**config.mk**
```make
export PLATFORM = sky130hd
export DESIGN_NAME = latin9_utf8_mapper_with_private_slots
export DESIGN_NICKNAME = d
export VERILOG_FILES = /design/src/rtl/core/l9u8map_pkg.sv /design/src/rtl/core/l9u8map_ram.sv /design/src/rtl/core/l9u8map_ctrl.sv /design/src/rtl/core/l9u8map_dp.sv /design/src/rtl/core/latin9_utf8_mapper_with_private_slots.sv
export SDC_FILE = /design/constraint.sdc
export NUM_CORES = 1
export LEC_CHECK = 0
export BUFFER_PORTS_ARGS = -buffer_cell sky130_fd_sc_hd__buf_2
export CAP_MARGIN = 20
export CORE_AREA = 2 2 235 237
export DETAILED_ROUTE_END_ITERATION = 6
export DIE_AREA = 0 0 237 239
export HOLD_SLACK_MARGIN = 0.05
export PLACE_DENSITY = 0.82
export SYNTH_ARGS = -nofsm -noshare
export SYNTH_HDL_FRONTEND = slang
export SYNTH_SLANG_ARGS = --single-unit
```
**constraint.sdc**
```tcl
create_clock -name clock -period 3.7 [get_ports clock]
set_input_delay 1.11 -clock clock [delete_from_list [all_inputs] [get_ports clock]]
set_output_delay 1.11 -clock clock [all_outputs]
set_load 0.01 [all_outputs]
```
**src/rtl/core/l9u8map_pkg.sv**
```systemverilog
// Shared types, constants and table functions of the Latin-9 to UTF-8 mapper.
// Used by the controller, the datapath and the top level; depends on nothing.
package l9u8map_pkg;

   localparam int PRIVATE_SLOTS = 32;
   localparam int SLOT_IDX_W    = 5;
   localparam int SLOT_DEPTH    = 1 << SLOT_IDX_W;
   localparam int SLOT_CNT_W    = SLOT_IDX_W + 1;
   localparam int CODE_W        = 21;

   localparam logic [SLOT_CNT_W-1:0] SLOT_LIMIT = SLOT_CNT_W'(PRIVATE_SLOTS);
   localparam logic [7:0] PRIV_BASE    = 8'h80;
   localparam logic [7:0] FULL_BYTE    = 8'hBF;

   typedef enum logic [2:0] {
      ST_IDLE,
      ST_FETCH,
      ST_EMIT,
      ST_CHECK,
      ST_SCAN
   } ctrl_state_type;

   typedef enum logic [2:0] {
      RSP_NONE,
      RSP_UTF8,
      RSP_DIRECT,
      RSP_HIT,
      RSP_NEW
   } rsp_sel_type;

   typedef struct packed {
      logic        load_req;
      logic        load_priv;
      logic        emit;
      logic        scan_start;
      logic        scan_step;
      rsp_sel_type rsp_sel;
   } dp_cmd_type;

   typedef struct packed {
      logic in_mode;
      logic in_private;
      logic last_utf8;
      logic direct;
      logic slots_empty;
      logic scan_hit;
      logic scan_end;
   } dp_status_type;

   // Code point of a Latin-9 byte in the range 0xA0 to 0xFF.
   function automatic logic [CODE_W-1:0] latin9_code(input logic [7:0] b);
      logic [CODE_W-1:0] c;
      begin
         unique case (b)
            8'hA4:   c = 21'h020AC;
            8'hA6:   c = 21'h00160;
            8'hA8:   c = 21'h00161;
            8'hB4:   c = 21'h0017D;
            8'hB8:   c = 21'h0017E;
            8'hBC:   c = 21'h00152;
            8'hBD:   c = 21'h00153;
            8'hBE:   c = 21'h00178;
            default: c = {13'd0, b};
         endcase
         return c;
      end
   endfunction

   // Reverse lookup of the eight table entries that lie at or above U+0100.
   // Bit 8 of the result flags a match, bits 7:0 give the byte.
   function automatic logic [8:0] latin9_byte(input logic [CODE_W-1:0] c);
      logic [8:0] r;
      begin
         unique case (c)
            21'h020AC: r = {1'b1, 8'hA4};
            21'h00160: r = {1'b1, 8'hA6};
            21'h00161: r = {1'b1, 8'hA8};
            21'h0017D: r = {1'b1, 8'hB4};
            21'h0017E: r = {1'b1, 8'hB8};
            21'h00152: r = {1'b1, 8'hBC};
            21'h00153: r = {1'b1, 8'hBD};
            21'h00178: r = {1'b1, 8'hBE};
            default:   r = 9'd0;
         endcase
         return r;
      end
   endfunction

   // Index of the final byte of the UTF-8 encoding (byte count less one).
   function automatic logic [1:0] utf8_last_idx(input logic [CODE_W-1:0] c);
      logic [1:0] n;
      begin
         if (c < 21'h80)         n = 2'd0;
         else if (c < 21'h800)   n = 2'd1;
         else if (c < 21'h10000) n = 2'd2;
         else                    n = 2'd3;
         return n;
      end
   endfunction

   // Byte k of the UTF-8 encoding whose final byte index is n.
   function automatic logic [7:0] utf8_byte(input logic [CODE_W-1:0] c,
                                            input logic [1:0] n,
                                            input logic [1:0] k);
      logic [7:0] r;
      logic [3:0] sel;
      begin
         sel = {n, k};
         case (sel)
            4'b0000: r = {1'b0, c[6:0]};
            4'b0100: r = {3'b110, c[10:6]};
            4'b1000: r = {4'b1110, c[15:12]};
            4'b1001: r = {2'b10, c[11:6]};
            4'b1100: r = {5'b11110, c[20:18]};
            4'b1101: r = {2'b10, c[17:12]};
            4'b1110: r = {2'b10, c[11:6]};
            default: r = {2'b10, c[5:0]};
         endcase
         return r;
      end
   endfunction

endpackage

```
**src/rtl/core/l9u8map_ram.sv**
```systemverilog
// Generic single-write, single-read RAM with a registered read port.
// Stand-alone; depends on no package.
module l9u8map_ram #(
   parameter int WIDTH = 8,
   parameter int DEPTH = 32
) (
   input  logic                     clock,
   input  logic                     wr_en,
   input  logic [$clog2(DEPTH)-1:0] wr_addr,
   input  logic [WIDTH-1:0]         wr_data,
   input  logic [$clog2(DEPTH)-1:0] rd_addr,
   output logic [WIDTH-1:0]         rd_data
);

   logic [WIDTH-1:0] mem_ff [DEPTH];
   logic [WIDTH-1:0] rd_data_ff;

   always_ff @(posedge clock) begin
      if (wr_en) begin
         mem_ff[wr_addr] <= wr_data;
      end
      rd_data_ff <= mem_ff[rd_addr];
   end

   assign rd_data = rd_data_ff;

endmodule

```
**src/rtl/core/l9u8map_ctrl.sv**
```systemverilog
// Controller state machine of the mapper: sequences fetch, emit and slot scan.
// Depends on l9u8map_pkg for the state, command and status types.
module l9u8map_ctrl (
   input  logic                       clock,
   input  logic                       reset,
   input  logic                       start,
   output logic                       busy,
   input  l9u8map_pkg::dp_status_type st,
   output l9u8map_pkg::dp_cmd_type    cmd
);
   import l9u8map_pkg::*;

   ctrl_state_type state_ff, state_in;

   always_ff @(posedge clock) begin
      if (reset) begin
         state_ff <= ST_IDLE;
      end else begin
         state_ff <= state_in;
      end
   end

   always_comb begin
      state_in = state_ff;
      unique case (state_ff)
         ST_IDLE: begin
            if (start) begin
               if (st.in_mode) state_in = ST_CHECK;
               else if (st.in_private) state_in = ST_FETCH;
               else state_in = ST_EMIT;
            end
         end
         ST_FETCH: state_in = ST_EMIT;
         ST_EMIT: begin
            if (st.last_utf8) state_in = ST_IDLE;
         end
         ST_CHECK: begin
            if (st.direct || st.slots_empty) state_in = ST_IDLE;
            else state_in = ST_SCAN;
         end
         ST_SCAN: begin
            if (st.scan_hit || st.scan_end) state_in = ST_IDLE;
         end
         default: state_in = ST_IDLE;
      endcase
   end

   always_comb begin
      cmd  = '{default: '0, rsp_sel: RSP_NONE};
      busy = 1'b1;
      unique case (state_ff)
         ST_IDLE: begin
            busy         = 1'b0;
            cmd.load_req = start;
         end
         ST_FETCH: cmd.load_priv = 1'b1;
         ST_EMIT: begin
            cmd.emit    = 1'b1;
            cmd.rsp_sel = RSP_UTF8;
         end
         ST_CHECK: begin
            if (st.direct) cmd.rsp_sel = RSP_DIRECT;
            else if (st.slots_empty) cmd.rsp_sel = RSP_NEW;
            else cmd.scan_start = 1'b1;
         end
         ST_SCAN: begin
            if (st.scan_hit) cmd.rsp_sel = RSP_HIT;
            else if (st.scan_end) cmd.rsp_sel = RSP_NEW;
            else cmd.scan_step = 1'b1;
         end
         default: busy = 1'b1;
      endcase
   end

endmodule

```
**src/rtl/core/l9u8map_dp.sv**
```systemverilog
// Datapath of the mapper: code register, UTF-8 byte counter, private slot map
// with its fill count, and the result registers. Depends on l9u8map_pkg and l9u8map_ram.
module l9u8map_dp (
   input  logic                                clock,
   input  logic                                reset,
   input  logic                                req_mode,
   input  logic [7:0]                          req_byte_in,
   input  logic [l9u8map_pkg::CODE_W-1:0]      req_code_point,
   input  l9u8map_pkg::dp_cmd_type             cmd,
   output l9u8map_pkg::dp_status_type          st,
   output logic                                rsp_valid,
   output logic [7:0]                          rsp_out_byte,
   output logic                                rsp_last,
   output logic                                rsp_overflow
);
   import l9u8map_pkg::*;

   logic [CODE_W-1:0]     code_ff, code_in;
   logic [1:0]            k_ff, k_in;
   logic [SLOT_IDX_W-1:0] ptr_ff, ptr_in;
   logic [SLOT_CNT_W-1:0] used_ff, used_in;
   logic                  valid_ff, valid_in;
   logic [7:0]            byte_ff, byte_in;
   logic                  last_ff, last_in;
   logic                  ovf_ff, ovf_in;

   logic [SLOT_IDX_W-1:0] rd_addr;
   logic [CODE_W-1:0]     rd_data;
   logic                  wr_en;
   logic [1:0]            n_last;
   logic [8:0]            fixed_hit;
   logic [SLOT_CNT_W-1:0] ptr_next;
   logic                  room;

   l9u8map_ram #(
      .WIDTH (CODE_W),
      .DEPTH (SLOT_DEPTH)
   ) u_slots (
      .clock   (clock),
      .wr_en   (wr_en),
      .wr_addr (used_ff[SLOT_IDX_W-1:0]),
      .wr_data (code_ff),
      .rd_addr (rd_addr),
      .rd_data (rd_data)
   );

   assign n_last    = utf8_last_idx(code_ff);
   assign fixed_hit = latin9_byte(code_ff);
   assign ptr_next  = {1'b0, ptr_ff} + SLOT_CNT_W'(1);
   assign room      = used_ff < SLOT_LIMIT;
   assign wr_en     = (cmd.rsp_sel == RSP_NEW) && room;

   always_comb begin
      if (cmd.load_req) rd_addr = req_byte_in[SLOT_IDX_W-1:0];
      else if (cmd.scan_step) rd_addr = ptr_next[SLOT_IDX_W-1:0];
      else rd_addr = '0;
   end

   always_comb begin
      st.in_mode     = req_mode;
      st.in_private  = req_byte_in[7:5] == 3'b100;
      st.last_utf8   = k_ff == n_last;
      st.direct      = (code_ff < 21'h100) || fixed_hit[8];
      st.slots_empty = used_ff == '0;
      st.scan_hit    = rd_data == code_ff;
      st.scan_end    = ptr_next == used_ff;
   end

   always_comb begin
      code_in = code_ff;
      k_in    = k_ff;
      ptr_in  = ptr_ff;
      used_in = used_ff;
      if (cmd.load_req) begin
         k_in   = '0;
         ptr_in = req_byte_in[SLOT_IDX_W-1:0];
         if (req_mode) code_in = req_code_point;
         else if (!req_byte_in[7]) code_in = {13'd0, req_byte_in};
         else if (req_byte_in[7:5] == 3'b100) code_in = '0;
         else code_in = latin9_code(req_byte_in);
      end
      if (cmd.load_priv) begin
         // A slot at or beyond the fill count holds no assigned code and reads as zero.
         code_in = ({1'b0, ptr_ff} < used_ff) ? rd_data : '0;
      end
      if (cmd.emit) k_in = k_ff + 2'd1;
      if (cmd.scan_start) ptr_in = '0;
      if (cmd.scan_step) ptr_in = ptr_next[SLOT_IDX_W-1:0];
      if (wr_en) used_in = used_ff + SLOT_CNT_W'(1);
   end

   always_comb begin
      valid_in = cmd.rsp_sel != RSP_NONE;
      byte_in  = byte_ff;
      last_in  = 1'b1;
      ovf_in   = 1'b0;
      case (cmd.rsp_sel)
         RSP_UTF8: begin
            byte_in = utf8_byte(code_ff, n_last, k_ff);
            last_in = k_ff == n_last;
         end
         RSP_DIRECT: byte_in = fixed_hit[8] ? fixed_hit[7:0] : code_ff[7:0];
         RSP_HIT:    byte_in = PRIV_BASE | {3'd0, ptr_ff};
         RSP_NEW: begin
            if (room) begin
               byte_in = PRIV_BASE | {3'd0, used_ff[SLOT_IDX_W-1:0]};
            end else begin
               byte_in = FULL_BYTE;
               ovf_in  = 1'b1;
            end
         end
         default: byte_in = byte_ff;
      endcase
   end

   always_ff @(posedge clock) begin
      if (reset) begin
         used_ff  <= '0;
         valid_ff <= 1'b0;
         k_ff     <= '0;
      end else begin
         used_ff  <= used_in;
         valid_ff <= valid_in;
         k_ff     <= k_in;
      end
   end

   always_ff @(posedge clock) begin
      code_ff <= code_in;
      ptr_ff  <= ptr_in;
      byte_ff <= byte_in;
      last_ff <= last_in;
      ovf_ff  <= ovf_in;
   end

   assign rsp_valid    = valid_ff;
   assign rsp_out_byte = byte_ff;
   assign rsp_last     = last_ff;
   assign rsp_overflow = ovf_ff;

endmodule

```
**src/rtl/core/latin9_utf8_mapper_with_private_slots.sv**
```systemverilog
// Latin-9 to UTF-8 mapper with a 32-slot private code area; one transaction at a time.
// Mode 0: n result bytes (1 to 4), one per cycle, from the emit state; bytes 0x80-0x9F
// first pass through a fetch state that reads the slot RAM.
// Mode 1: one result byte after a check, plus one scan state per filled slot searched.
// Results cannot be stalled. Synchronous reset empties the slot area through its fill count.
module latin9_utf8_mapper_with_private_slots (
   input  logic                           clock,
   input  logic                           reset,
   input  logic                           start,
   output logic                           busy,
   input  logic                           req_mode,
   input  logic [7:0]                     req_byte_in,
   input  logic [l9u8map_pkg::CODE_W-1:0] req_code_point,
   output logic                           rsp_valid,
   output logic [7:0]                     rsp_out_byte,
   output logic                           rsp_last,
   output logic                           rsp_overflow
);
   import l9u8map_pkg::*;

   // The controller issues commands; the datapath answers with status only.
   dp_cmd_type    cmd;
   dp_status_type st;

   // The controller sequences each transaction: a fetch of a private slot where the
   // byte needs one, one emit step per UTF-8 byte, or, in mode 1, a direct check
   // followed by a linear search of the filled slots, one slot per cycle.
   l9u8map_ctrl u_ctrl (
      .clock (clock),
      .reset (reset),
      .start (start),
      .busy  (busy),
      .st    (st),
      .cmd   (cmd)
   );

   // The datapath holds the code point, the slot RAM and its fill count, and the
   // registered result. An unknown code point takes the slot at the fill count; when
   // the area is full the result is 0xBF with the overflow flag set.
   l9u8map_dp u_dp (
      .clock          (clock),
      .reset          (reset),
      .req_mode       (req_mode),
      .req_byte_in    (req_byte_in),
      .req_code_point (req_code_point),
      .cmd            (cmd),
      .st             (st),
      .rsp_valid      (rsp_valid),
      .rsp_out_byte   (rsp_out_byte),
      .rsp_last       (rsp_last),
      .rsp_overflow   (rsp_overflow)
   );

endmodule

```
==> impl_metrics.csv <==
group,metric,value,unit
synth,yosys_register_bits,741,
pwr,pwr-share-clk,38.1,%
synth,ys_types,69,
routing,drtIter0Drc,3214,
sta,rsz0062_at_grt,"yes",
floorplanning,coreArea,54300,sq um
global_routing,grt_pass1_wl,122000,um
sta,worst_pin_slew,734,ps
pwr,p_comb_share,9.8,%
routing,vias,20800,
synth,synth_warnings,0,
worst_setup_path,cp-start-kind,"flop",
synth,syn-cell-area,30600,sq um
synth,synth_edf_count,706,
synth,synthCells,2213,
routing,wirelength,84300,um
synth,async_flop_share,0,%
place,hpwl,51500,um
clock_tree,cts_buffer_depth,3,
job,maxCapViolations,0,
pwr,seqPwrFrac,52.1,%
finish,drive_gt1_share,18.1,%
clock_tree,htree_num_levels,3,
finish,fillCellCount,3457,
worst_setup_path,crit_required,4220,ps
pwr,p_switching,4.34,mW
place,gp_congestion,0.965,
sta,fin_crit,3680,ps
finish,syn_to_final_growth,17.9,%
worst_setup_path,path_class,"reg -> reg",
routing,firstDrtPassIters,7,
routing,routed_via_density,6.55,
floorplanning,rows,86,
routing,ant_nets,0,
pwr,leakage,12.4,nW
min_path,worstHoldStart,"u_dp.k_ff[0]",
worst_setup_path,reg2reg_depth,12,
worst_setup_path,crit_top_cell,"buf_4",
sta,final_max_slew_viol_count,0,
worst_setup_path,worst_ep_arrival_time,4190,ps
sta,holdWs,532,ps
place,port_buffers,44,
synth,yosysTopAreaCell,"edfxtp_1",
synth,synthTopCellsByArea,"edfxtp_1 (69%), nand2_1 (5.5%), mux2i_1 (4.9%), dfxtp_1 (2.3%), a21oi_1 (2.1%)",
sta,max_freq,272,MHz
pwr,peakVddDrop,0.000332,V
sta,setup_violations,0,
global_routing,busiest_layer,"met2",
floorplanning,die_h,239,um
clock_tree,clk_latency,620,ps
worst_setup_path,slowest_stage,"edfxtp_1",
global_routing,overflow,0,
clock_tree,path_clk_slew,60,ps
global_routing,grt_antenna_before_repair,1,
global_routing,use_met2,46.0,%
global_routing,grt_max_degree,71,
worst_setup_path,rr_startpoint,"u_dp.code_ff[0]",
clock_tree,cts.sinks,741,
pwr,p_int,14.0,mW
global_routing,grt_pass1_vias,20200,
min_path,hold_end,"u_dp.k_ff[0]",
clock_tree,clock-root-buffer,"clkbuf_16",
synth,syn-num-nets,2259,
pwr,swShare,23.6,%
synth,avgSynthCellArea,13.8,sq um
min_path,hp-class,"reg -> reg",
pwr,p_per_area,509,nW/um^2
floorplanning,start_util,56.3,%
worst_setup_path,end_kind,"flop",
routing,route.detailed.drc,0,
finish,fin_nets,2466,
synth,synth_seq_area_share,71.6,%
global_routing,globalRouteMet1Util,37.3,%
sta,slew_headroom,50.6,%
floorplanning,dieArea,56600,sq um
finish,utilization,66.3,%
min_path,hold_path_depth,2,
outcome,status,"completed",
sta,fin_skew,39.5,ps
sta,period_share,99.4,%
sta,hold_viol,0,
floorplanning,ios,45,
worst_setup_path,max_stage_delay,630,ps
routing,routedWlPerCell,26.5,um
worst_setup_path,crit_fanout,28,
clock_tree,cts_tree,"yes",
worst_setup_path,critical_path.cell_chain,"xnor2_1 -> nand4_1 -> nor4_1 -> buf_4 -> a31o_2 -> o31a_4 -> buf_12 -> buf_4 -> a21oi_1 -> a32o_1 -> a22o_1 -> a211oi_1",
global_routing,met3_usage,6.10,%
clock_tree,holdBufCountCts,0,
finish,antenna_cells,0,
synth,synthFlopType,"edfxtp_1",
floorplanning,dieWidth,237,um
synth,synth_top_cell_area_share,69.3,%
global_routing,track_usage,29.2,%
worst_setup_path,r2r_slack,20,ps
clock_tree,cts_made_buffers,71,
worst_setup_path,timing.rr.end,"u_dp.u_slots.rd_data[1]",
-- layout by cell type, fill, tap and decap left out, types with 8 or more instances in the layout --
cell         n
a32oi_1     22
a211oi_2    12
ha_1        13
buf_2       44
xor2_1      11
clkbuf_1    22
nand4_1      9
nor2_2      31
nand2_1    450
a221oi_2     9
a21oi_1    130
a31oi_1     50
a211oi_1    12
buf_12      54
inv_1       16
dfxtp_1     35
o21ai_0     27
mux2i_1    150
nor2_1      46
nand2b_1     9
a222oi_1     8
nor3_1       8
clkinv_1    14
nand3_1     77
o22ai_1     22
a22o_1      41
clkbuf_16   79
a32o_1      41
xnor2_1     23
edfxtp_1   706
a221oi_1    12
buf_4      165
-- power groups by stage --
| stage | logic (mW) | registers, mW | clock network, mW |
|---|---|---|---|
| final | 1.80 | 9.56 | 6.98 |
| after detailed placement | 1.68 | 9.72 | 0 |
| after global routing | 1.89 | 9.56 | 7.33 |
| after floorplan | 0.848 | 9.77 | 0 |
| after CTS | 1.71 | 9.55 | 7.00 |
| after global placement | 1.62 | 9.72 | 0 |
-- registers in the layout, summed over array words and instances (netlist names) --
register / flops
u_dp.rsp_last: 1
u_dp.u_slots.rd_data: 21
u_ctrl.state_ff: 3
u_dp.k_ff: 2
u_dp.u_slots.mem_ff: 672
u_dp.rsp_out_byte: 8
u_dp.code_ff: 21
u_dp.rsp_valid: 1
u_dp.ptr_ff: 5
u_dp.rsp_overflow: 1
u_dp.used_ff: 6
-- cell families after synthesis --
logic type	share of synthesized area, %
flip-flops	71.6
buffers and inverters	2.35
AO/OA/AOI/OAI	10.2
multiplexers	4.91
adder cells (fa/ha/maj)	0.532
XOR/XNOR	1.03
AND/OR/NAND/NOR	9.39
-- worst max-delay path by stage --
stage / from / to / slack, ps / cells past startpoint
floorplan: u_dp.ptr_ff[0] / u_dp.u_slots.mem_ff[17][0] / -300 / 11
global placement: u_dp.ptr_ff[0] / u_dp.u_slots.mem_ff[25][10] / -90 / 9
detailed placement: u_dp.ptr_ff[0] / u_dp.u_slots.mem_ff[25][16] / -140 / 9
CTS: u_dp.ptr_ff[0] / u_dp.u_slots.rd_data[9] / 3 / 13
global route: u_dp.ptr_ff[0] / u_dp.u_slots.rd_data[11] / -40 / 13
finish: u_dp.code_ff[0] / u_dp.u_slots.rd_data[1] / 20 / 12
-- what timing repair did --
action,CTS,global route
pin swaps,1,2
endpoints found under the setup margin,25,136
hold endpoints to repair,0,0
gates cloned,0,4
gates resized for setup,8,19
buffers inserted,1,0
-- critical path, delay by kind of cell (launching register included) --
kind / cells / cell delay [ps]
buffers and inverters: 3 / 680
AO/OA/AOI/OAI: 6 / 1380
XOR/XNOR: 1 / 440
flip-flops: 1 / 630
AND/OR/NAND/NOR: 2 / 420
-- Yosys cell counts, types with 5 or more instances --
library cell,instances
a211oi_2,11
nor2_1,78
a222oi_1,8
nor4_1,6
a211oi_1,13
a31oi_1,52
nand2_1,450
a22o_1,41
nand3_1,77
nand3b_1,5
nor3_1,8
a21oi_1,131
buf_2,67
or3_1,5
ha_1,13
o22ai_1,22
o31ai_1,5
a221oi_1,21
inv_1,16
a21boi_0,5
a32oi_1,23
buf_1,7
buf_4,5
nand4_1,9
mux2i_1,150
dfxtp_1,35
a32o_1,41
xnor2_1,23
edfxtp_1,706
o21ai_0,27
xor2_1,11
nand2b_1,9
clkbuf_1,63
-- routing by layer --
metal  vias to the layer above  wire length [um]
li1                       8850                 -
met1                     10200             29700
met2                      1501             39300
met3                       278              9930
met4                         2              5320
met5                         -                13
-- layout make-up --
cell class              count  area [sq um]  area share [%]
flip-flops and latches    741         21900            60.7
multi-input cells        1310          8180            22.7
repair buffers            278          2810            7.80
clock buffers              97          1960            5.43
well taps                 704           881            2.44
clock inverters            31           256           0.711
inverters                  18          67.6           0.187
-- stage by stage --
| step | setup WS (ps) | std cells | setup TNS, ps | power (mW) | instance area [sq um] |
|---|---|---|---|---|---|
| 3_5_place_dp | -142 | 3045 | -2960 | 11.4 | 33600 |
| 4_1_cts | 3.27 | 3174 | 0 | 18.3 | 35800 |
| 2_1_floorplan | -300 | 2213 | -161360 | 10.6 | 30600 |
| 6_report | 23.6 | 3179 | 0 | 18.3 | 36100 |
| 5_1_grt | -40.4 | 3179 | -98.0 | 18.8 | 36100 |
| 3_3_place_gp | -88.2 | 3045 | -1810 | 11.3 | 33600 |
No activity file was read; power rests on OpenSTA's default activity.
